--- config.mk ---
export PLATFORM = sky130hd
export DESIGN_NAME = modbus_rtu_request_framer
export DESIGN_NICKNAME = d
export VERILOG_FILES = /design/src/rtl/mrtu_pkg.sv /design/src/rtl/mrtu_front.sv /design/src/rtl/mrtu_queue.sv /design/src/rtl/mrtu_back.sv /design/src/rtl/modbus_rtu_request_framer.sv
export SDC_FILE = /design/constraint.sdc
export NUM_CORES = 1
export LEC_CHECK = 0
export ABC_AREA = 1
export BUFFER_PORTS_ARGS = -buffer_cell sky130_fd_sc_hd__buf_2
export CAP_MARGIN = 20
export CORE_MARGIN = 1
export CORE_UTILIZATION = 61
export CTS_CLUSTER_SIZE = 28
export DETAILED_ROUTE_END_ITERATION = 12
export PLACE_DENSITY = 0.79
export SLEW_MARGIN = 15
export SYNTH_ARGS = -nofsm -noshare
export SYNTH_HDL_FRONTEND = slang
export SYNTH_HIERARCHICAL = 1
export SYNTH_SLANG_ARGS = --single-unit
--- constraint.sdc ---
create_clock -name clk -period 4.8 [get_ports clk]
set_input_delay 0.96 -clock clk [delete_from_list [all_inputs] [get_ports clk]]
set_output_delay 0.96 -clock clk [all_outputs]
set_load 0.02 [all_outputs]
--- src/rtl/mrtu_pkg.sv ---
// Shared types, constants, function-code table and CRC function for the Modbus RTU request framer.
`default_nettype none
package mrtu_pkg;

	localparam int unsigned QDEPTH = 2;
	localparam int unsigned QPTR_W = $clog2(QDEPTH);
	localparam int unsigned QCNT_W = $clog2(QDEPTH + 1);

	localparam logic [3:0] CMD_PAYLOAD = 4'd8;
	localparam logic [3:0] CMD_LAST_REQ = 4'd7;

	localparam logic [7:0] FC_WRITE_COIL = 8'd5;
	localparam logic [7:0] FC_WRITE_COILS = 8'd15;
	localparam logic [7:0] FC_WRITE_REGS = 8'd16;

	localparam logic [15:0] CRC_INIT = 16'hFFFF;
	localparam logic [15:0] CRC_POLY = 16'hA001;
	localparam logic [7:0] COIL_ON_BYTE = 8'hFF;

	typedef enum logic {
		DK_FRAME = 1'b0,
		DK_ERROR = 1'b1
	} desc_kind_t;

	// one queued unit of work for the byte emitter
	typedef struct packed {
		desc_kind_t      kind;
		logic [2:0]      nbytes;
		logic            crc_end;
		logic [6:0][7:0] bytes;
	} desc_t;

	function automatic logic [7:0] func_code(input logic [2:0] sel);
		logic [7:0] fc;
		case (sel)
			3'd0: fc = 8'd1;
			3'd1: fc = 8'd2;
			3'd2: fc = 8'd3;
			3'd3: fc = 8'd4;
			3'd4: fc = 8'd5;
			3'd5: fc = 8'd6;
			3'd6: fc = 8'd15;
			default: fc = 8'd16;
		endcase
		return fc;
	endfunction

	function automatic logic [15:0] crc_byte(input logic [15:0] crc_in, input logic [7:0] b);
		logic [15:0] c;
		c = crc_in ^ {8'h00, b};
		for (int i = 0; i < 8; i++) begin
			if (c[0]) begin
				c = (c >> 1) ^ CRC_POLY;
			end else begin
				c = c >> 1;
			end
		end
		return c;
	endfunction

endpackage
`default_nettype wire

--- src/rtl/mrtu_front.sv ---
// Front end: accepts request and payload words, tracks pending payload, builds descriptors.
`default_nettype none
module mrtu_front
	import mrtu_pkg::*;
(
	input  wire logic        clk,
	input  wire logic        arst_n,
	input  wire logic        accept,
	input  wire logic [3:0]  cmd,
	input  wire logic [7:0]  slave_addr,
	input  wire logic [15:0] reg_addr,
	input  wire logic [15:0] count_or_value,
	input  wire logic        coil_on,
	input  wire logic [7:0]  data_byte,
	output desc_t            desc
);

	logic [7:0] payload_left_q;
	logic [7:0] payload_left_d;
	logic [7:0] fc;
	logic [7:0] bc;

	always_comb begin
		fc = func_code(cmd[2:0]);
		if (fc == FC_WRITE_COILS) begin
			bc = count_or_value[10:3] + {7'd0, |count_or_value[2:0]};
		end else begin
			bc = {count_or_value[6:0], 1'b0};
		end

		desc = '0;
		desc.kind = DK_ERROR;
		payload_left_d = payload_left_q;
		if (cmd == CMD_PAYLOAD) begin
			if (payload_left_q != 8'd0) begin
				desc.kind = DK_FRAME;
				desc.nbytes = 3'd1;
				desc.bytes[0] = data_byte;
				desc.crc_end = (payload_left_q == 8'd1);
				payload_left_d = payload_left_q - 8'd1;
			end
		end else if (cmd <= CMD_LAST_REQ && payload_left_q == 8'd0) begin
			desc.kind = DK_FRAME;
			desc.bytes[0] = slave_addr;
			desc.bytes[1] = fc;
			desc.bytes[2] = reg_addr[15:8];
			desc.bytes[3] = reg_addr[7:0];
			if (fc == FC_WRITE_COIL) begin
				desc.bytes[4] = coil_on ? COIL_ON_BYTE : 8'h00;
				desc.bytes[5] = 8'h00;
			end else begin
				desc.bytes[4] = count_or_value[15:8];
				desc.bytes[5] = count_or_value[7:0];
			end
			if (fc == FC_WRITE_COILS || fc == FC_WRITE_REGS) begin
				desc.nbytes = 3'd7;
				desc.bytes[6] = bc;
				desc.crc_end = (bc == 8'd0);
				payload_left_d = bc;
			end else begin
				desc.nbytes = 3'd6;
				desc.crc_end = 1'b1;
			end
		end
	end

	always_ff @(posedge clk or negedge arst_n) begin
		if (!arst_n) begin
			payload_left_q <= 8'd0;
		end else if (accept) begin
			payload_left_q <= payload_left_d;
		end
	end

	a_req_while_pending: assert property (@(posedge clk) disable iff (!arst_n)
		(accept && cmd != CMD_PAYLOAD && payload_left_q != 8'd0) |-> desc.kind == DK_ERROR)
		else $error("request accepted as frame while payload pending");

endmodule
`default_nettype wire

--- src/rtl/mrtu_queue.sv ---
// Short descriptor queue between front end and byte emitter.
`default_nettype none
module mrtu_queue
	import mrtu_pkg::*;
(
	input  wire logic  clk,
	input  wire logic  arst_n,
	input  wire logic  push,
	input  wire desc_t push_desc,
	output logic       full,
	input  wire logic  pop,
	output logic       head_valid,
	output desc_t      head
);

	desc_t              mem_q [QDEPTH];
	logic [QPTR_W-1:0]  wr_q;
	logic [QPTR_W-1:0]  rd_q;
	logic [QCNT_W-1:0]  cnt_q;

	assign full = (cnt_q == QCNT_W'(QDEPTH));
	assign head_valid = (cnt_q != '0);
	assign head = mem_q[rd_q];

	always_ff @(posedge clk or negedge arst_n) begin
		if (!arst_n) begin
			wr_q <= '0;
			rd_q <= '0;
			cnt_q <= '0;
		end else begin
			if (push) begin
				wr_q <= (wr_q == QPTR_W'(QDEPTH - 1)) ? '0 : wr_q + 1'b1;
			end
			if (pop) begin
				rd_q <= (rd_q == QPTR_W'(QDEPTH - 1)) ? '0 : rd_q + 1'b1;
			end
			if (push && !pop) begin
				cnt_q <= cnt_q + 1'b1;
			end else if (pop && !push) begin
				cnt_q <= cnt_q - 1'b1;
			end
		end
	end

	always_ff @(posedge clk) begin
		if (push) begin
			mem_q[wr_q] <= push_desc;
		end
	end

	a_count_bound: assert property (@(posedge clk) disable iff (!arst_n)
		cnt_q <= QCNT_W'(QDEPTH))
		else $error("queue count beyond depth");

	a_no_pop_empty: assert property (@(posedge clk) disable iff (!arst_n)
		pop |-> head_valid)
		else $error("pop from empty queue");

endmodule
`default_nettype wire

--- src/rtl/mrtu_back.sv ---
// Byte emitter: walks queued descriptors, runs the CRC16 and drives the output register.
`default_nettype none
module mrtu_back
	import mrtu_pkg::*;
(
	input  wire logic  clk,
	input  wire logic  arst_n,
	input  wire logic  head_valid,
	input  wire desc_t head,
	output logic       pop,
	output logic       out_valid,
	input  wire logic  out_stall,
	output logic [7:0] tx_byte,
	output logic       frame_end,
	output logic       seq_error
);

	logic        out_valid_q;
	logic [7:0]  tx_byte_q;
	logic        frame_end_q;
	logic        seq_error_q;
	logic [3:0]  pos_q;
	logic [15:0] crc_q;

	logic        adv;
	logic        last;
	logic [3:0]  n_ext;
	logic [7:0]  byte_d;
	logic        end_d;
	logic        err_d;
	logic [15:0] crc_d;

	always_comb begin
		n_ext = {1'b0, head.nbytes};
		adv = head_valid && (!out_valid_q || !out_stall);
		byte_d = 8'h00;
		end_d = 1'b0;
		err_d = 1'b0;
		crc_d = crc_q;
		if (head.kind == DK_ERROR) begin
			err_d = 1'b1;
			last = 1'b1;
		end else begin
			last = head.crc_end ? (pos_q == n_ext + 4'd1) : (pos_q == n_ext - 4'd1);
			if (pos_q < n_ext) begin
				byte_d = head.bytes[pos_q[2:0]];
				crc_d = crc_byte(crc_q, byte_d);
			end else if (pos_q == n_ext) begin
				byte_d = crc_q[7:0];
			end else begin
				byte_d = crc_q[15:8];
				end_d = 1'b1;
				crc_d = CRC_INIT;
			end
		end
		pop = adv && last;
	end

	always_ff @(posedge clk or negedge arst_n) begin
		if (!arst_n) begin
			out_valid_q <= 1'b0;
			pos_q <= '0;
			crc_q <= CRC_INIT;
		end else if (adv) begin
			out_valid_q <= 1'b1;
			pos_q <= last ? 4'd0 : pos_q + 4'd1;
			crc_q <= crc_d;
		end else if (!out_stall) begin
			out_valid_q <= 1'b0;
		end
	end

	always_ff @(posedge clk) begin
		if (adv) begin
			tx_byte_q <= byte_d;
			frame_end_q <= end_d;
			seq_error_q <= err_d;
		end
	end

	assign out_valid = out_valid_q;
	assign tx_byte = tx_byte_q;
	assign frame_end = frame_end_q;
	assign seq_error = seq_error_q;

	a_end_not_err: assert property (@(posedge clk) disable iff (!arst_n)
		out_valid_q |-> !(frame_end_q && seq_error_q))
		else $error("frame end flagged on error word");

	a_err_zero: assert property (@(posedge clk) disable iff (!arst_n)
		(out_valid_q && seq_error_q) |-> tx_byte_q == 8'h00)
		else $error("error word carries non-zero byte");

endmodule
`default_nettype wire

--- src/rtl/modbus_rtu_request_framer.sv ---
// Top level of the Modbus RTU request framer.
// Input channel (in_valid / in_stall) takes one word per accept: cmd 0..7 starts a
// request with function 1,2,3,4,5,6,15,16; cmd 8 carries one payload byte of a
// multiple write; anything out of sequence gives a single error word.
// Output channel (out_valid / out_stall) gives one frame byte per word in transmit
// order; frame_end marks the CRC high byte, seq_error marks an error word.
// A front end classifies each input word and tracks pending payload; a two-entry
// descriptor queue feeds a byte emitter that runs the CRC16 one byte per cycle
// while out_stall does not hold it. The first byte of a request passes through the
// queue entry and then the emitter's output register. A read or single write gives
// six bytes and the two CRC bytes, a multiple-write header seven (and the CRC with a
// zero byte count), a payload byte one (and the CRC for the last), an error word one.
// New words are taken while earlier frames are still emitted, until the queue fills.
// Reset clears the queue, the pending payload count and the CRC to 0xFFFF.
// While out_stall is high a valid output word holds and the emitter waits; input words
// keep being accepted until the queue is full, then in_stall rises.
`default_nettype none
module modbus_rtu_request_framer
	import mrtu_pkg::*;
(
	input  wire logic        clk,
	input  wire logic        arst_n,
	input  wire logic        in_valid,
	output logic             in_stall,
	input  wire logic [3:0]  cmd,
	input  wire logic [7:0]  slave_addr,
	input  wire logic [15:0] reg_addr,
	input  wire logic [15:0] count_or_value,
	input  wire logic        coil_on,
	input  wire logic [7:0]  data_byte,
	output logic             out_valid,
	input  wire logic        out_stall,
	output logic [7:0]       tx_byte,
	output logic             frame_end,
	output logic             seq_error
);

	logic  accept;
	logic  full;
	logic  pop;
	logic  head_valid;
	desc_t push_desc;
	desc_t head;

	assign in_stall = full;
	assign accept = in_valid && !full;

	mrtu_front u_front (
		.clk            (clk),
		.arst_n         (arst_n),
		.accept         (accept),
		.cmd            (cmd),
		.slave_addr     (slave_addr),
		.reg_addr       (reg_addr),
		.count_or_value (count_or_value),
		.coil_on        (coil_on),
		.data_byte      (data_byte),
		.desc           (push_desc)
	);

	mrtu_queue u_queue (
		.clk        (clk),
		.arst_n     (arst_n),
		.push       (accept),
		.push_desc  (push_desc),
		.full       (full),
		.pop        (pop),
		.head_valid (head_valid),
		.head       (head)
	);

	mrtu_back u_back (
		.clk        (clk),
		.arst_n     (arst_n),
		.head_valid (head_valid),
		.head       (head),
		.pop        (pop),
		.out_valid  (out_valid),
		.out_stall  (out_stall),
		.tx_byte    (tx_byte),
		.frame_end  (frame_end),
		.seq_error  (seq_error)
	);

endmodule
`default_nettype wire
==> flow_summary.json <==
{
  "die_w_um": 124,
  "crit_required_ns": 5.11,
  "synthSimpleGateAreaFrac": 0.169,
  "critPathCaptureType": "flop",
  "area_growth_pct": 9.49,
  "fmax_ghz": 0.281,
  "relSlewSlack": 0.444,
  "placed_cell_area_um2": 9320,
  "synth-xor-area-share": 0.0144,
  "hold_ws_ns": 0.486,
  "final_cells": 1111,
  "overflow": 0,
  "cts_setup_buffers": 0,
  "worstPathMaxFanout": 29,
  "skew_ns": 0.00931,
  "rsz0062_at_grt": "no",
  "fin_crit_sh": 0.741,
  "setup_viol": 0,
  "crit_chain": "mux2_4 > inv_1 > ha_1 > nand2_1 > nor2_1 > a211oi_1 > xor2_1 > nor4_1 > nor2_1 > nor2_1 > inv_1 > ha_1 > inv_1 > nand3_1 > nand2_1 > nand2_1",
  "critPathMaxStageDelay_ns": 0.79,
  "setup_tns_ns": 0,
  "final_cell_mix": "145 x nand2_1, 132 x edfxtp_1, 100 x inv_1",
  "worstSetupPathType": "reg -> reg",
  "layout-drive-gt1-share": 0.260,
  "drtIter0Drc": 567,
  "ys_types": 49,
  "drc": 0,
  "synth_compound_area_frac": 0.0796,
  "avgRoutedWirePerCell_um": 16.8,
  "grt_pass1_vias": 6151,
  "clk_path_buf_depth": 2,
  "final_common_cell": "nand2_1",
  "ir_drop_mv": 0.330,
  "cts_sinks": 165,
  "root_buffer": "clkbuf_16",
  "rows": 44,
  "drv_slew": 0,
  "p_leak_nw": 4.35,
  "synthMuxAreaShare": 0.102,
  "slowest_stage": "dfrtp_4",
  "synth_top_family_by_area": "simple AND/OR/NAND/NOR gates",
  "synthAdderAreaFrac": 0.0175,
  "yosysWarnings": 6,
  "cap_viol_max_count": 0,
  "crit_arrival_ns": 3.87,
  "r2r_slack_ns": 1.24,
  "numCtsBuffers": 17,
  "vias_per_cell": 5.55,
  "syn_area_um2": 9010,
  "worst_pin_slew_ns": 0.834,
  "ctsHoldBuffers": 0,
  "antenna_found_initial": 0,
  "initial_core_util": 0.622,
  "powerDensity_nw_per_um2": 643,
  "place_hpwl_mm": 12.8,
  "drtPass1Iterations": 6,
  "syn_inst": 850,
  "gp_congestion": 0.908,
  "hold_path.class": "reg -> reg",
  "die_area_um2": 15300,
  "ant_nets": 0,
  "syn_avg_cell_area_um2": 10.6,
  "die_h_um": 124,
  "port_buffers": 68,
  "fin_crit_ns": 3.56,
  "postCtsResizedCells": 0,
  "numPlacedInstances": 1079,
  "status": "complete, no violations",
  "grt_max_degree": 62,
  "ys_ff_latch": 165,
  "boundaryPins": 69,
  "diodes": 0,
  "h-tree-depth": 4,
  "core-area_um2": 14500,
  "grt_pass1_wl_mm": 30.0,
  "insertion_delay_ns": 0.42,
  "finalHoldViolCount": 0,
  "start_kind": "flop",
  "synth-seq-area-share": 0.534,
  "nFillCells": 1091,
  "layout.nets": 983,
  "wl_mm": 18.7,
  "cts_tree": "done",
  "path_clk_slew_ns": 0.06,
  "grt_usage": 0.268,
  "routed-via-count": 6168,
  "final_area_um2": 9860
}
synth_stat cells (all sizes together):
cell type  count  area [um2]
o22ai          7        43.8
clkbuf         3        15.0
a21boi         3        37.5
fa             1        20.0
edfxtp       132        3960
o21ai         60         312
a21oi         29         145
o21bai         3        22.5
dfstp         16         420
inv          106         403
xor2          11         104
nand3         65         390
nor3          10        50.1
nor4           2        12.5
or2            2        12.5
ha            11         138
dfrtp         17         425
nor2          88         368
a22o           8        70.1
mux2          62         920
clkinv         3        11.3
nand2        165         669
xnor2          3        26.3
o211ai         3        32.5
buf           29         319
o221ai         1        8.76
a211oi         1        7.51
nand4          3        18.8
conb           1        3.75
a31oi          5        37.5
metrics by stage:
| step | power, mW | util | worst slack, ns |
|---|---|---|---|
| after floorplan | 4.56 | - | 0.556 |
| after global placement | 4.97 | 0.643 | 1.38 |
| after CTS | 6.34 | 0.681 | 1.23 |
| final | 6.34 | 0.681 | 1.24 |
| after global routing | 6.74 | 0.681 | 0.897 |
| after detailed placement | 5.05 | 0.643 | 1.28 |
critical path, delay by kind of cell (launching register included):
| family | cells | cell delay, ns |
|---|---|---|
| flip-flops | 1 | 0.79 |
| AO/OA/AOI/OAI | 1 | 0.29 |
| AND/OR/NAND/NOR | 8 | 1.01 |
| buffers and inverters | 3 | 0.25 |
| XOR/XNOR | 1 | 0.13 |
| adder cells (fa/ha/maj) | 2 | 0.61 |
| multiplexers | 1 | 0.38 |
layer usage:
metal / share of wire / vias to the layer above / track usage
li1: - / 2996 / -
met1: 0.43 / 2925 / 0.337
met2: 0.48 / 203 / 0.445
met3: 0.050 / 44 / 0.0507
met4: 0.035 / 0 / 0.132
met5: 0 / - / 0
cell type report:
class	count	area, um2	area share
Clock buffer	17	425	0.0431
Clock inverter	15	121	0.0123
Inverter	109	414	0.0420
Multi-Input combinational cell	546	3460	0.351
Sequential cell	165	4810	0.488
Tap cell	184	230	0.0233
Timing Repair Buffer	75	393	0.0398
path summary, 6_finish.rpt:
kind	from	cells past startpoint	end
setup / recovery	u_queue/rd_q	16	u_queue/cnt_q[1]
hold / removal	u_queue/cnt_q[1]	2	u_queue/cnt_q[1]
setup reg to reg	u_queue/rd_q	16	u_queue/cnt_q[1]
hold reg to reg	u_queue/cnt_q[1]	2	u_queue/cnt_q[1]
max in group asynchronous	arst_n	1	u_queue/rd_q
min in group asynchronous	arst_n	1	u_back/pos_q[3]
registers in the layout (all words and copies together) (netlist names):
signal                  cells
u_queue/cnt_q               2
u_back/tx_byte              8
u_back/out_valid            1
u_queue/rd_q                1
u_back/crc_q               16
u_queue/wr_q                1
u_back/seq_error            1
u_back/frame_end            1
u_front/payload_left_q      8
u_back/pos_q                4
u_queue/mem_q             122
cells by family (layout without fill, tap and decap cells):
logic type,after synthesis,count (layout)
muxes,62,62
xor gates and xnor gates,14,14
other,1,3
AOI/OAI and AO/OA,120,120
adders and majority gates,12,12
DFF,165,165
and+or+nand+nor,335,335
buffers and inverters,141,216
power by group:
| group | internal [mW] | switching [mW] |
|---|---|---|
| Combinational | 1.07 | 1.70 |
| Sequential | 2.05 | 0.250 |
| Clock | 0.675 | 0.585 |
| Total | 3.80 | 2.54 |
Power figures use the tool's default switching activity.
